`src/rtl/motor_fault_protection_core_macros.svh`:
```
// ----------------------------------------------------------------------------
// Motor fault protection assertion macros
// Shared concurrent assertion forms, clocked on clk and gated by arst_n.
// ----------------------------------------------------------------------------
`ifndef MOTOR_FAULT_PROTECTION_CORE_MACROS_SVH
`define MOTOR_FAULT_PROTECTION_CORE_MACROS_SVH

// A same-cycle implication checked at every clock edge outside reset.
`define MFP_ASSERT_IMPL(lbl, ante, cons, msg) \
	lbl: assert property (@(posedge clk) disable iff (!arst_n) (ante) |-> (cons)) \
		else $error(msg);

// A next-cycle implication checked at every clock edge outside reset.
`define MFP_ASSERT_NEXT(lbl, ante, cons, msg) \
	lbl: assert property (@(posedge clk) disable iff (!arst_n) (ante) |=> (cons)) \
		else $error(msg);

`endif

```
`src/rtl/mfp_pkg.sv`:
```
// ----------------------------------------------------------------------------
// Motor fault protection package
// Register indexes, reset values and the configuration struct.
// ----------------------------------------------------------------------------
`timescale 1ns / 1ps

package mfp_pkg;

	localparam int CfgIdxW = 3;
	localparam int CfgDataW = 32;

	// Register indexes of the configuration port.
	localparam logic [CfgIdxW-1:0] REG_UNDERVOLTAGE = 3'd0;
	localparam logic [CfgIdxW-1:0] REG_OVERVOLTAGE = 3'd1;
	localparam logic [CfgIdxW-1:0] REG_OVERCURRENT = 3'd2;
	localparam logic [CfgIdxW-1:0] REG_OC_TIME = 3'd3;
	localparam logic [CfgIdxW-1:0] REG_STALL_CURRENT = 3'd4;
	localparam logic [CfgIdxW-1:0] REG_STALL_SPEED = 3'd5;
	localparam logic [CfgIdxW-1:0] REG_STALL_TIME = 3'd6;

	// Register values after reset.
	localparam logic [15:0] RST_UNDERVOLTAGE = 16'd0;
	localparam logic [15:0] RST_OVERVOLTAGE = 16'd65535;
	localparam logic [15:0] RST_OVERCURRENT = 16'd32768;
	localparam logic [31:0] RST_OC_TIME = 32'd1000;
	localparam logic [15:0] RST_STALL_CURRENT = 16'd32768;
	localparam logic [15:0] RST_STALL_SPEED = 16'd0;
	localparam logic [31:0] RST_STALL_TIME = 32'd1000000;

	typedef struct packed {
		logic [15:0] undervoltage_mv;
		logic [15:0] overvoltage_mv;
		logic [15:0] overcurrent_ma;
		logic [31:0] overcurrent_time_us;
		logic [15:0] stall_current_ma;
		logic [15:0] stall_speed_lim;
		logic [31:0] stall_time_us;
	} cfg_t;

endpackage

```
`src/rtl/motor_fault_protection_core.sv`:
```
// ----------------------------------------------------------------------------
// Motor fault protection core
// Voltage window, overcurrent timer and stall timer on a sample stream.
// ----------------------------------------------------------------------------
// Path: an accepted item goes through the input register, then the result
// register, where its result can be taken.
// Throughput: one item per cycle while out_ready is high; the timer update
// between the input register and the result register adds no register stage.
// Reset: arst_n clears both timers, the pipeline valids and loads the limit
// registers with their default values.
`timescale 1ns / 1ps
`include "motor_fault_protection_core_macros.svh"

module motor_fault_protection_core (
	input  logic                          clk,
	input  logic                          arst_n,
	input  logic                          cfg_we,
	input  logic [mfp_pkg::CfgIdxW-1:0]   cfg_index,
	input  logic [mfp_pkg::CfgDataW-1:0]  cfg_wdata,
	input  logic                          in_valid,
	output logic                          in_ready,
	input  logic        [15:0]            bus_voltage_mv,
	input  logic signed [15:0]            phase_a_ma,
	input  logic signed [15:0]            phase_b_ma,
	input  logic signed [15:0]            phase_c_ma,
	input  logic signed [15:0]            rotor_speed,
	input  logic        [15:0]            elapsed_us,
	output logic                          out_valid,
	input  logic                          out_ready,
	output logic                          undervolt_fault,
	output logic                          overvolt_fault,
	output logic                          overcurrent_fault,
	output logic                          stall_fault,
	output logic        [15:0]            peak_current_ma
);
	import mfp_pkg::*;

	cfg_t cfg;

	logic               valid_s1;
	logic        [15:0] bus_voltage_s1;
	logic signed [15:0] phase_a_s1;
	logic signed [15:0] phase_b_s1;
	logic signed [15:0] phase_c_s1;
	logic signed [15:0] speed_s1;
	logic        [15:0] elapsed_s1;

	logic        out_valid_q;
	logic        undervolt_q;
	logic        overvolt_q;
	logic        overcurrent_q;
	logic        stall_q;
	logic [15:0] peak_q;

	logic        adv_out;
	logic        step;
	logic [15:0] peak_ma;
	logic [15:0] speed_mag;
	logic        uv;
	logic        ov;
	logic        oc_cond;
	logic        stall_cond;
	logic        oc_fault;
	logic        st_fault;

	mfp_cfg_regs u_cfg (
		.clk       (clk),
		.arst_n    (arst_n),
		.cfg_we    (cfg_we),
		.cfg_index (cfg_index),
		.cfg_wdata (cfg_wdata),
		.cfg       (cfg)
	);

	// The item in the input register moves on when the result register is free.
	assign adv_out = valid_s1 && (!out_valid_q || out_ready);
	assign in_ready = !valid_s1 || adv_out;

	// Input register.
	always_ff @(posedge clk or negedge arst_n) begin
		if (!arst_n) begin
			valid_s1 <= 1'b0;
		end else if (in_ready) begin
			valid_s1 <= in_valid;
		end
	end

	always_ff @(posedge clk) begin
		if (in_valid && in_ready) begin
			bus_voltage_s1 <= bus_voltage_mv;
			phase_a_s1 <= phase_a_ma;
			phase_b_s1 <= phase_b_ma;
			phase_c_s1 <= phase_c_ma;
			speed_s1 <= rotor_speed;
			elapsed_s1 <= elapsed_us;
		end
	end

	mfp_peak u_peak (
		.phase_a_ma  (phase_a_s1),
		.phase_b_ma  (phase_b_s1),
		.phase_c_ma  (phase_c_s1),
		.rotor_speed (speed_s1),
		.peak_ma     (peak_ma),
		.speed_mag   (speed_mag)
	);

	// An item with zero elapsed time leaves state alone and flags nothing.
	assign step = adv_out && (elapsed_s1 != 16'd0);

	// Voltage window; undervoltage wins when both limits are crossed.
	assign uv = step && (bus_voltage_s1 < cfg.undervoltage_mv);
	assign ov = step && !(bus_voltage_s1 < cfg.undervoltage_mv) &&
		(bus_voltage_s1 > cfg.overvoltage_mv);

	assign oc_cond = peak_ma > cfg.overcurrent_ma;
	assign stall_cond = (peak_ma > cfg.stall_current_ma) &&
		(speed_mag < cfg.stall_speed_lim);

	mfp_timer u_oc_timer (
		.clk        (clk),
		.arst_n     (arst_n),
		.step       (step),
		.cond       (oc_cond),
		.elapsed_us (elapsed_s1),
		.limit_us   (cfg.overcurrent_time_us),
		.fault      (oc_fault)
	);

	mfp_timer u_stall_timer (
		.clk        (clk),
		.arst_n     (arst_n),
		.step       (step),
		.cond       (stall_cond),
		.elapsed_us (elapsed_s1),
		.limit_us   (cfg.stall_time_us),
		.fault      (st_fault)
	);

	// Result register.
	always_ff @(posedge clk or negedge arst_n) begin
		if (!arst_n) begin
			out_valid_q <= 1'b0;
		end else if (adv_out) begin
			out_valid_q <= 1'b1;
		end else if (out_ready) begin
			out_valid_q <= 1'b0;
		end
	end

	always_ff @(posedge clk) begin
		if (adv_out) begin
			undervolt_q <= uv;
			overvolt_q <= ov;
			overcurrent_q <= oc_fault;
			stall_q <= st_fault;
			peak_q <= peak_ma;
		end
	end

	assign out_valid = out_valid_q;
	assign undervolt_fault = undervolt_q;
	assign overvolt_fault = overvolt_q;
	assign overcurrent_fault = overcurrent_q;
	assign stall_fault = stall_q;
	assign peak_current_ma = peak_q;

	// Checks on the pipeline control and the voltage window.
	`MFP_ASSERT_IMPL(a_volt_excl, out_valid_q, !(undervolt_q && overvolt_q), "both voltage faults set")
	`MFP_ASSERT_IMPL(a_ready_empty, !valid_s1, in_ready, "input register empty but not ready")
	`MFP_ASSERT_IMPL(a_hold_full, valid_s1 && out_valid_q && !out_ready, !in_ready, "ready while both stages are blocked")
	`MFP_ASSERT_NEXT(a_load_s1, in_valid && in_ready, valid_s1, "accepted item missing from input register")

endmodule

```
`src/rtl/mfp_cfg_regs.sv`:
```
// ----------------------------------------------------------------------------
// Motor fault protection configuration registers
// Holds the seven limit registers written through the plain write port.
// ----------------------------------------------------------------------------
`timescale 1ns / 1ps

module mfp_cfg_regs (
	input  logic                          clk,
	input  logic                          arst_n,
	input  logic                          cfg_we,
	input  logic [mfp_pkg::CfgIdxW-1:0]   cfg_index,
	input  logic [mfp_pkg::CfgDataW-1:0]  cfg_wdata,
	output mfp_pkg::cfg_t                 cfg
);
	import mfp_pkg::*;

	cfg_t cfg_q;

	// Decode the index; an index with no register behind it is ignored.
	always_ff @(posedge clk or negedge arst_n) begin
		if (!arst_n) begin
			cfg_q.undervoltage_mv <= RST_UNDERVOLTAGE;
			cfg_q.overvoltage_mv <= RST_OVERVOLTAGE;
			cfg_q.overcurrent_ma <= RST_OVERCURRENT;
			cfg_q.overcurrent_time_us <= RST_OC_TIME;
			cfg_q.stall_current_ma <= RST_STALL_CURRENT;
			cfg_q.stall_speed_lim <= RST_STALL_SPEED;
			cfg_q.stall_time_us <= RST_STALL_TIME;
		end else if (cfg_we) begin
			case (cfg_index)
				REG_UNDERVOLTAGE: cfg_q.undervoltage_mv <= cfg_wdata[15:0];
				REG_OVERVOLTAGE: cfg_q.overvoltage_mv <= cfg_wdata[15:0];
				REG_OVERCURRENT: cfg_q.overcurrent_ma <= cfg_wdata[15:0];
				REG_OC_TIME: cfg_q.overcurrent_time_us <= cfg_wdata[31:0];
				REG_STALL_CURRENT: cfg_q.stall_current_ma <= cfg_wdata[15:0];
				REG_STALL_SPEED: cfg_q.stall_speed_lim <= cfg_wdata[15:0];
				REG_STALL_TIME: cfg_q.stall_time_us <= cfg_wdata[31:0];
				default: begin
				end
			endcase
		end
	end

	assign cfg = cfg_q;

endmodule

```
`src/rtl/mfp_peak.sv`:
```
// ----------------------------------------------------------------------------
// Motor fault protection magnitude unit
// Takes the largest absolute phase current and the absolute rotor speed.
// ----------------------------------------------------------------------------
`timescale 1ns / 1ps

module mfp_peak (
	input  logic signed [15:0] phase_a_ma,
	input  logic signed [15:0] phase_b_ma,
	input  logic signed [15:0] phase_c_ma,
	input  logic signed [15:0] rotor_speed,
	output logic        [15:0] peak_ma,
	output logic        [15:0] speed_mag
);
	import mfp_pkg::*;

	// Absolute value; the most negative code maps to 32768, which still fits.
	function automatic logic [15:0] mag16(input logic [15:0] x);
		mag16 = x[15] ? (~x + 16'd1) : x;
	endfunction

	logic [15:0] mag_a;
	logic [15:0] mag_b;
	logic [15:0] mag_c;
	logic [15:0] max_ab;

	assign mag_a = mag16(phase_a_ma);
	assign mag_b = mag16(phase_b_ma);
	assign mag_c = mag16(phase_c_ma);

	// Two compares pick the largest of the three magnitudes.
	assign max_ab = (mag_b > mag_a) ? mag_b : mag_a;
	assign peak_ma = (mag_c > max_ab) ? mag_c : max_ab;
	assign speed_mag = mag16(rotor_speed);

endmodule

```
`src/rtl/mfp_timer.sv`:
```
// ----------------------------------------------------------------------------
// Motor fault protection fault timer
// Accumulates elapsed time while a condition holds and flags its limit.
// ----------------------------------------------------------------------------
`timescale 1ns / 1ps

module mfp_timer (
	input  logic        clk,
	input  logic        arst_n,
	input  logic        step,
	input  logic        cond,
	input  logic [15:0] elapsed_us,
	input  logic [31:0] limit_us,
	output logic        fault
);
	import mfp_pkg::*;

	logic [31:0] timer_q;
	logic [32:0] sum;
	logic [31:0] next_timer;

	// Saturating add: a carry out pins the timer at its maximum.
	assign sum = {1'b0, timer_q} + {17'd0, elapsed_us};
	assign next_timer = sum[32] ? 32'hFFFF_FFFF : sum[31:0];

	// The fault looks at the timer value after this item's update.
	assign fault = step && cond && (next_timer >= limit_us);

	// Timer advances or clears only for an item that is processed.
	always_ff @(posedge clk or negedge arst_n) begin
		if (!arst_n) begin
			timer_q <= 32'd0;
		end else if (step) begin
			timer_q <= cond ? next_timer : 32'd0;
		end
	end

endmodule
```
`config.mk`:
```
export PLATFORM = sky130hd
export DESIGN_NAME = motor_fault_protection_core
export DESIGN_NICKNAME = d
export VERILOG_FILES = /design/src/rtl/mfp_pkg.sv /design/src/rtl/motor_fault_protection_core.sv /design/src/rtl/mfp_cfg_regs.sv /design/src/rtl/mfp_peak.sv /design/src/rtl/mfp_timer.sv
export VERILOG_INCLUDE_DIRS = /design/src /design/src/rtl
export SDC_FILE = /design/constraint.sdc
export NUM_CORES = 1
export LEC_CHECK = 0
export ABC_AREA = 1
export BUFFER_PORTS_ARGS = -buffer_cell sky130_fd_sc_hd__buf_4
export CORE_MARGIN = 2
export CORE_UTILIZATION = 55
export DETAILED_ROUTE_END_ITERATION = 8
export PLACE_DENSITY_LB_ADDON = 0.08
export SLEW_MARGIN = 20
export SYNTH_ARGS = -nofsm -noshare
export SYNTH_HDL_FRONTEND = slang
export SYNTH_SLANG_ARGS = --single-unit
```
`constraint.sdc`:
```
create_clock -name clk -period 6.07 [get_ports clk]
set_input_delay 0.9105 -clock clk [delete_from_list [all_inputs] [get_ports clk]]
set_output_delay 0.9105 -clock clk [all_outputs]
set_load 0.05 [all_outputs]
```
---- Word-level counts from Yosys, hierarchy flattened ----
Cells that the tools add are included.
Widths: inputs -> output; s select.
storage, ports and cells
  input port bits ......................... 136
  register bits ........................... 326
  output and inout port bits .............. 22
  word-level logic and storage cells ...... 85
operators by class
  bitwise operators ....................... 4
  reductions and logical operators ........ 26
  magnitude comparators ................... 9
  mux-type cells .......................... 12
  equality and inequality tests ........... 6
  add/sub/neg operators ................... 6
operators with widths
  kind                   number
  $mux 32                4
  $mux 16                6
  $gt 16x16->1           5
  $add 32x16->33         2
  $add 16x1->16 const B  4
  $ge 32x32->1           2
  $not 16->16            4
  $lt 16x16->1           2
  $reduce_bool 16->1     1
  $reduce_and 2->1       7
  $logic_and 1x1->1      11
  $eq 3x3->1 const B     3
  $eq 3x2->1 const B     2
  $eq 3x1->1 const B     1
  $logic_not 1->1        3
  $logic_not 3->1        1
  $logic_or 1x1->1       2
  $mux 1                 2
  $reduce_bool 2->1      1

---- Depth between registers and ports, before layout ----
  word-level depth ........................ 11
  mapped depth ............................ 46
  gate-level depth less buffers ........... 42

---- Cells and area by module ----
A second synthesis with hierarchy kept.
second synthesis, totals
  cell total of the unflattened synthesis .. 2996
  area, all modules ....................... 22056.2 µm²
by module, submodules not included
  module                       sequential area each (µm²)  area an instance (µm²)  instances  cells each
  motor_fault_protection_core  3533.4                      5709.2                  1          483
  mfp_cfg_regs                 3642.2                      5616.6                  1          630
  mfp_timer at u_stall_timer   800.8                       3931.3                  1          663
  mfp_timer at u_oc_timer      800.8                       3925.0                  1          661
  mfp_peak                     0.0                         2874.0                  1          559

---- Worst setup path before layout ----
Ideal clock, no wire load.
  path type ............................... flip-flop to flip-flop
  from .................................... register phase_a_s1[0]
  to ...................................... register overcurrent_q (netlist: overcurrent_fault), data pin
  cell stages (with the launch flop) ...... 43
  required time ........................... 5.814 ns
  library setup time ...................... 0.256 ns
  clock period less this slack ............ 6.411 ns
  data arrival time ....................... 6.156 ns
  path slack .............................. -0.341 ns
  path buffers ............................ 5
  cell sequence ........................... edfxtp_1 -> nor3_1 -> nand2_1 -> or4_1 -> nor3_1 -> nor2_1 -> a21oi_1 -> xor2_1 -> ha_1 -> nand3_1 -> nor2_1 -> nand4_1 -> nor2_1 -> nor2_1 -> nand2_2 -> nand2_2 -> buf_2 -> buf_2 -> [... 7 more ...] -> nand2_1 -> nand2_1 -> inv_1 -> clkbuf_1 -> clkbuf_1 -> nand2_1 -> o21ai_0 -> ha_1 -> nand2_1 -> nor2_1 -> nand4_1 -> nor4b_1 -> nand2_1 -> nor2_4 -> nor2_8 -> buf_6 -> nand2_1 -> nor2_2
between the ends
  longest elaborated chain between the ends .. 10
RTL lines
  what                              line                                RTL
  start: declaration                motor_fault_protection_core.sv:42   logic signed [15:0] phase_a_s1;
  start signal: assignment          motor_fault_protection_core.sv:91   phase_a_s1 <= phase_a_ma;
  $not 16->16                       mfp_peak.sv:19                      mag16 = x[15] ? (~x + 16'd1) : x;
  $add 16x1->16                     mfp_peak.sv:19
  $mux 16 *                         mfp_peak.sv:19
  $gt 16x16->1                      mfp_peak.sv:32                      assign max_ab = (mag_b > mag_a) ? mag_b : mag_a;
  $mux 16 *                         mfp_peak.sv:32
  $gt 16x16->1                      mfp_peak.sv:33                      assign peak_ma = (mag_c > max_ab) ? mag_c : max_ab;
  $mux 16 *                         mfp_peak.sv:33
  named net peak_ma[14]             motor_fault_protection_core.sv:57   logic [15:0] peak_ma;
  $gt 16x16->1 *                    motor_fault_protection_core.sv:116  assign oc_cond = peak_ma > cfg.overcurrent_ma;
  $logic_and 1x1->1 * (2 in a row)  mfp_timer.sv:27                     assign fault = step && cond && (next_timer >= limit_us);
  named net oc_fault                motor_fault_protection_core.sv:63   logic oc_fault;
  end signal: assignment            motor_fault_protection_core.sv:155  overcurrent_q <= oc_fault;
  end: declaration                  motor_fault_protection_core.sv:51   logic overcurrent_q;
Mark *: on every way through the listed nets, which the timed path passes. The rest lies on a longest branch.
A chain may end at the register's enable or synchronous reset.

---- Final worst setup path ----
  from .................................... register phase_a_s1[1]
  to ...................................... register u_oc_timer.timer_q[5]
between the ends
  longest elaborated chain between the ends .. 9
RTL lines
  what                    line                                RTL
  $not 16->16             mfp_peak.sv:19
  $add 16x1->16           mfp_peak.sv:19
  $mux 16 *               mfp_peak.sv:19
  $gt 16x16->1            mfp_peak.sv:32
  $mux 16 *               mfp_peak.sv:32
  $gt 16x16->1            mfp_peak.sv:33
  $mux 16 *               mfp_peak.sv:33
  named net peak_ma[14]   motor_fault_protection_core.sv:57
  $gt 16x16->1 *          motor_fault_protection_core.sv:116
  $mux 32 *               mfp_timer.sv:34                     timer_q <= cond ? next_timer : 32'd0;
  end signal: assignment  mfp_timer.sv:34
  end: declaration        mfp_timer.sv:18                     logic [31:0] timer_q;
Marked as above.

==> flow_summary_export.csv <==
group,metric,value,unit
outcome,status,"finished with violations",
outcome,violations,"setup timing",
synthesis,syn_area_per_cell,8.61,um2
sta,slew_headroom,0.320,
sta,drv_slew,0,
sta,worstMarginPinSlew,1.02,ns
global_routing,use_met3,0.0368,
sta,rsz0062_at_grt,"yes",
clock_network,clk_latency,0.56,ns
clock_network,clk_pin_slew,0.06,ns
finish,syn2layout_area_growth,23.8,%
finish,stdcell_count,3147,
clock_network,numCtsBuffers,38,
synthesis,synth.distinct_cells,55,
synthesis,syn_inst,2353,
critical_path,rr_startpoint,"phase_a_s1[1]",
route,first_iter_violations,941,
floorplan,ios,158,
synthesis,synth_ff_type,"dfrtp_1",
critical_path,rrSetupSlack,-0.23,ns
synthesis,syn-cell-area,0.0203,mm2
floorplan,start_util,0.556,
route,vias,17000,
global_routing,grt_use_met1,0.353,
synthesis,synth_edf_count,116,
floorplan,die_y,196,um
sta,finalCriticalPeriod,6.30,ns
sta,holdWs,0.361,ns
route,dr.pass1.iters,6,
clock_network,cts_tree,"done",
clock_network,h-tree-depth,2,
floorplan,chipWidth,196,um
critical_path,max_stage_delay,0.52,ns
critical_path,rr_endpoint,"u_oc_timer.timer_q[5]",
finish,drive_gt1_frac,0.237,
route,viasPerCell,5.41,
synthesis,synthArstFlopShare,0.644,
critical_path,worst-path-max-fanout,7,
power,totalPowerFinal,10.0,mW
global_routing,grt_overflow,0,
synthesis,synth.net_count,2698,
placed_design,gp_congestion,0.938,
clock_network,clock_path_buffers,3,
critical_path,crit_type,"reg2reg",
critical_path,end_kind,"register",
floorplan,fp-row-count,70,
critical_path,cp_slowest_cell,"or4_4",
global_routing,grt_pass1_wl,82500,um
floorplan,dieArea,0.0384,mm2
power,powerDensity,400,mW/mm2
synthesis,synthMuxAreaShare,0,
synthesis,synthAdderAreaFrac,0.130,
route,wl_per_cell,16.4,um
global_routing,antenna_found_initial,0,
sta,hold_violations,0,
critical_path,arrival,6.74,ns
route,drt.antenna.violating_nets,0,
power,p_leak,12.1,nW
floorplan,coreArea,0.0364,mm2
worst_hold_path,hold_path_class,"in2async",
critical_path,required,6.51,ns
sta,tns,-12.89,ns
synthesis,ys_ff_latch,326,
global_routing,grtUsageMet2,0.450,
placed_design,io_buffers,157,
synthesis,yosys_warnings,0,
clock_network,cts_hold_buf,0,
route,wl,51700,um
sta,worst_slack,-0.230,ns
sta,period_share,1.04,
synthesis,synth_top_family_by_area,"simple AND/OR/NAND/NOR gates",
route,drcViolationCount,0,
synthesis,ys_seq_area_frac,0.433,
critical_path,crit_top_cell,"nand2_1",
sta,max_freq,159,MHz
synthesis,synth_simple_gate_area_frac,0.220,
global_routing,grt_busiest_layer,"met2",
synthesis,synth_xor_area_frac,0.0316,
critical_path,start_kind,"register",
job,maxCapViolCount,0,
power,ir_drop,0.300,mV
clock_network,cts.sinks,326,
global_routing,grt_max_degree,74,
synthesis,synth_compound_area_frac,0.106,
finish,fillCellCount,2887,
global_routing,track_usage,0.267,
finish,layout.nets,2994,
global_routing,grt_pass1_vias,16900,
clock_network,cts-root-buf,"clkbuf_16",
sta,fin_skew,0.0199,ns
sta,finalSetupViolCount,66,
placed_design,hpwl,37700,um
placed_design,dpl.cell_count,3039,
finish,num_antenna_cells,0,
critical_path,ff2ff_path_depth,37,
[stage by stage]
step	util	area [um2]	setup WS, ns
after floorplan	-	20300	-0.0951
after global placement	0.625	22800	-0.384
after detailed placement	0.625	22800	-0.544
after CTS	0.668	24300	-0.00549
after global routing	0.688	25100	-0.513
final	0.688	25100	-0.230
[layout by cell type, fill, tap and decap left out, types with 5 or more instances in the layout]
cell type and instances:
clkinv_2 10, ha_1 193, nand3_1 76, nor4_1 12
inv_2 10, buf_6 8, nor3_1 35, o21ai_4 9
nand2_2 29, nor2_2 6, a21oi_1 105, xor2_1 52
o21ai_1 15, o21ai_0 198, o211ai_1 13, clkbuf_16 43
ha_4 14, buf_4 290, nand2_1 537, nand2_4 10
edfxtp_1 116, inv_1 332, nand3_2 72, xnor2_1 21
a31oi_1 5, dfstp_2 31, nor3_2 7, clkinvlp_4 5
nor2_4 7, o21ai_2 13, nand4_1 21, a21oi_2 6
dfrtp_1 179, nand3b_1 6, buf_12 7, or2_2 17
nor2_1 87
[worst max-delay path: cells and delay by family (launching register included)]
family,cells,cell delay (ns)
buffers and inverters,4,0.55
adder cells (fa/ha/maj),3,0.95
flip-flops,1,0.41
XOR/XNOR,1,0.10
AO/OA/AOI/OAI,4,0.60
AND/OR/NAND/NOR,25,3.57
[synthesized netlist by cell type (4+ instances only)]
cell type	count	share of area
nand2_1	558	0.10
inv_1	338	0.063
o21ai_0	228	0.056
ha_1	207	0.13
dfrtp_1	179	0.22
edfxtp_1	116	0.17
a21oi_1	112	0.028
nor2_1	94	0.017
nand3_1	85	0.021
nand3_2	67	0.033
xor2_1	52	0.022
clkbuf_1	44	0.0082
nor3_1	42	0.010
dfstp_2	31	0.040
nand4_1	21	0.0065
xnor2_1	21	0.0091
or2_2	17	0.0052
nand2_2	14	0.0043
nor4_1	13	0.0040
o211ai_1	13	0.0048
buf_6	12	0.0067
a211oi_1	6	0.0022
a31oi_1	6	0.0019
inv_2	6	0.0011
nand3b_1	6	0.0022
o21ai_1	6	0.0015
nand2_4	5	0.0028
a21o_1	4	0.0015
o21a_1	4	0.0015
o31ai_1	4	0.0015
[layer usage]
layer  up-vias  wire length [um]
met2       438             24800
li1       8410                 -
met4         0              1580
met5         -                 0
met3       114              2520
met1      8059             22800
[where the power goes]
part / total (mW) / switching, mW / internal (mW) / leakage [nW]
Combinational: 4.78 / 2.72 / 2.06 / 7.77
Clock: 2.29 / 0.941 / 1.35 / 0.606
Sequential: 2.95 / 0.236 / 2.71 / 3.76
Total: 10.0 / 3.90 / 6.12 / 12.1
[logic make-up after synthesis]
family / Yosys count
flops: 326
buf+inv: 403
simple gates: 942
fa+ha+maj: 209
xor+xnor: 73
compound gates: 400
[layout make-up]
class	count	area [um2]	share of cell area
timing repair buffer	313	2580	0.103
tap	468	586	0.0233
sequential	326	8780	0.350
clock buffer	44	993	0.0396
clock inverter	26	256	0.0102
multi-input combinational	1626	10600	0.422
inverter	344	1300	0.0517
[how the worst max path moves through the flow]
stage / start / end / slack [ns] / cells past startpoint
2_1_floorplan: phase_a_s1[7] / overcurrent_fault / -0.1 / 41
3_3_place_gp: phase_a_s1[1] / u_stall_timer.timer_q[1] / -0.38 / 37
3_5_place_dp: phase_a_s1[1] / u_stall_timer.timer_q[31] / -0.54 / 36
4_1_cts: phase_a_s1[2] / u_oc_timer.timer_q[27] / -0.005 / 41
5_1_grt: phase_a_s1[1] / u_stall_timer.timer_q[10] / -0.51 / 40
6_report: phase_a_s1[1] / u_oc_timer.timer_q[5] / -0.23 / 37
[state kept, by name, indices dropped and copies added (netlist names), 16 cells and up]
signal	flops
phase_c_s1	16
bus_voltage_s1	16
phase_a_s1	16
peak_current_ma	16
u_cfg.cfg	144
u_stall_timer.timer_q	32
u_oc_timer.timer_q	32
elapsed_s1	16
speed_s1	16
phase_b_s1	16
[what timing repair did]
action,CTS,global route
pin swaps,20,75
gates cloned,2,5
resized for setup,58,112
endpoints found under the setup margin,66,66
setup buffers,14,18
Power figures use the tool's default switching activity.
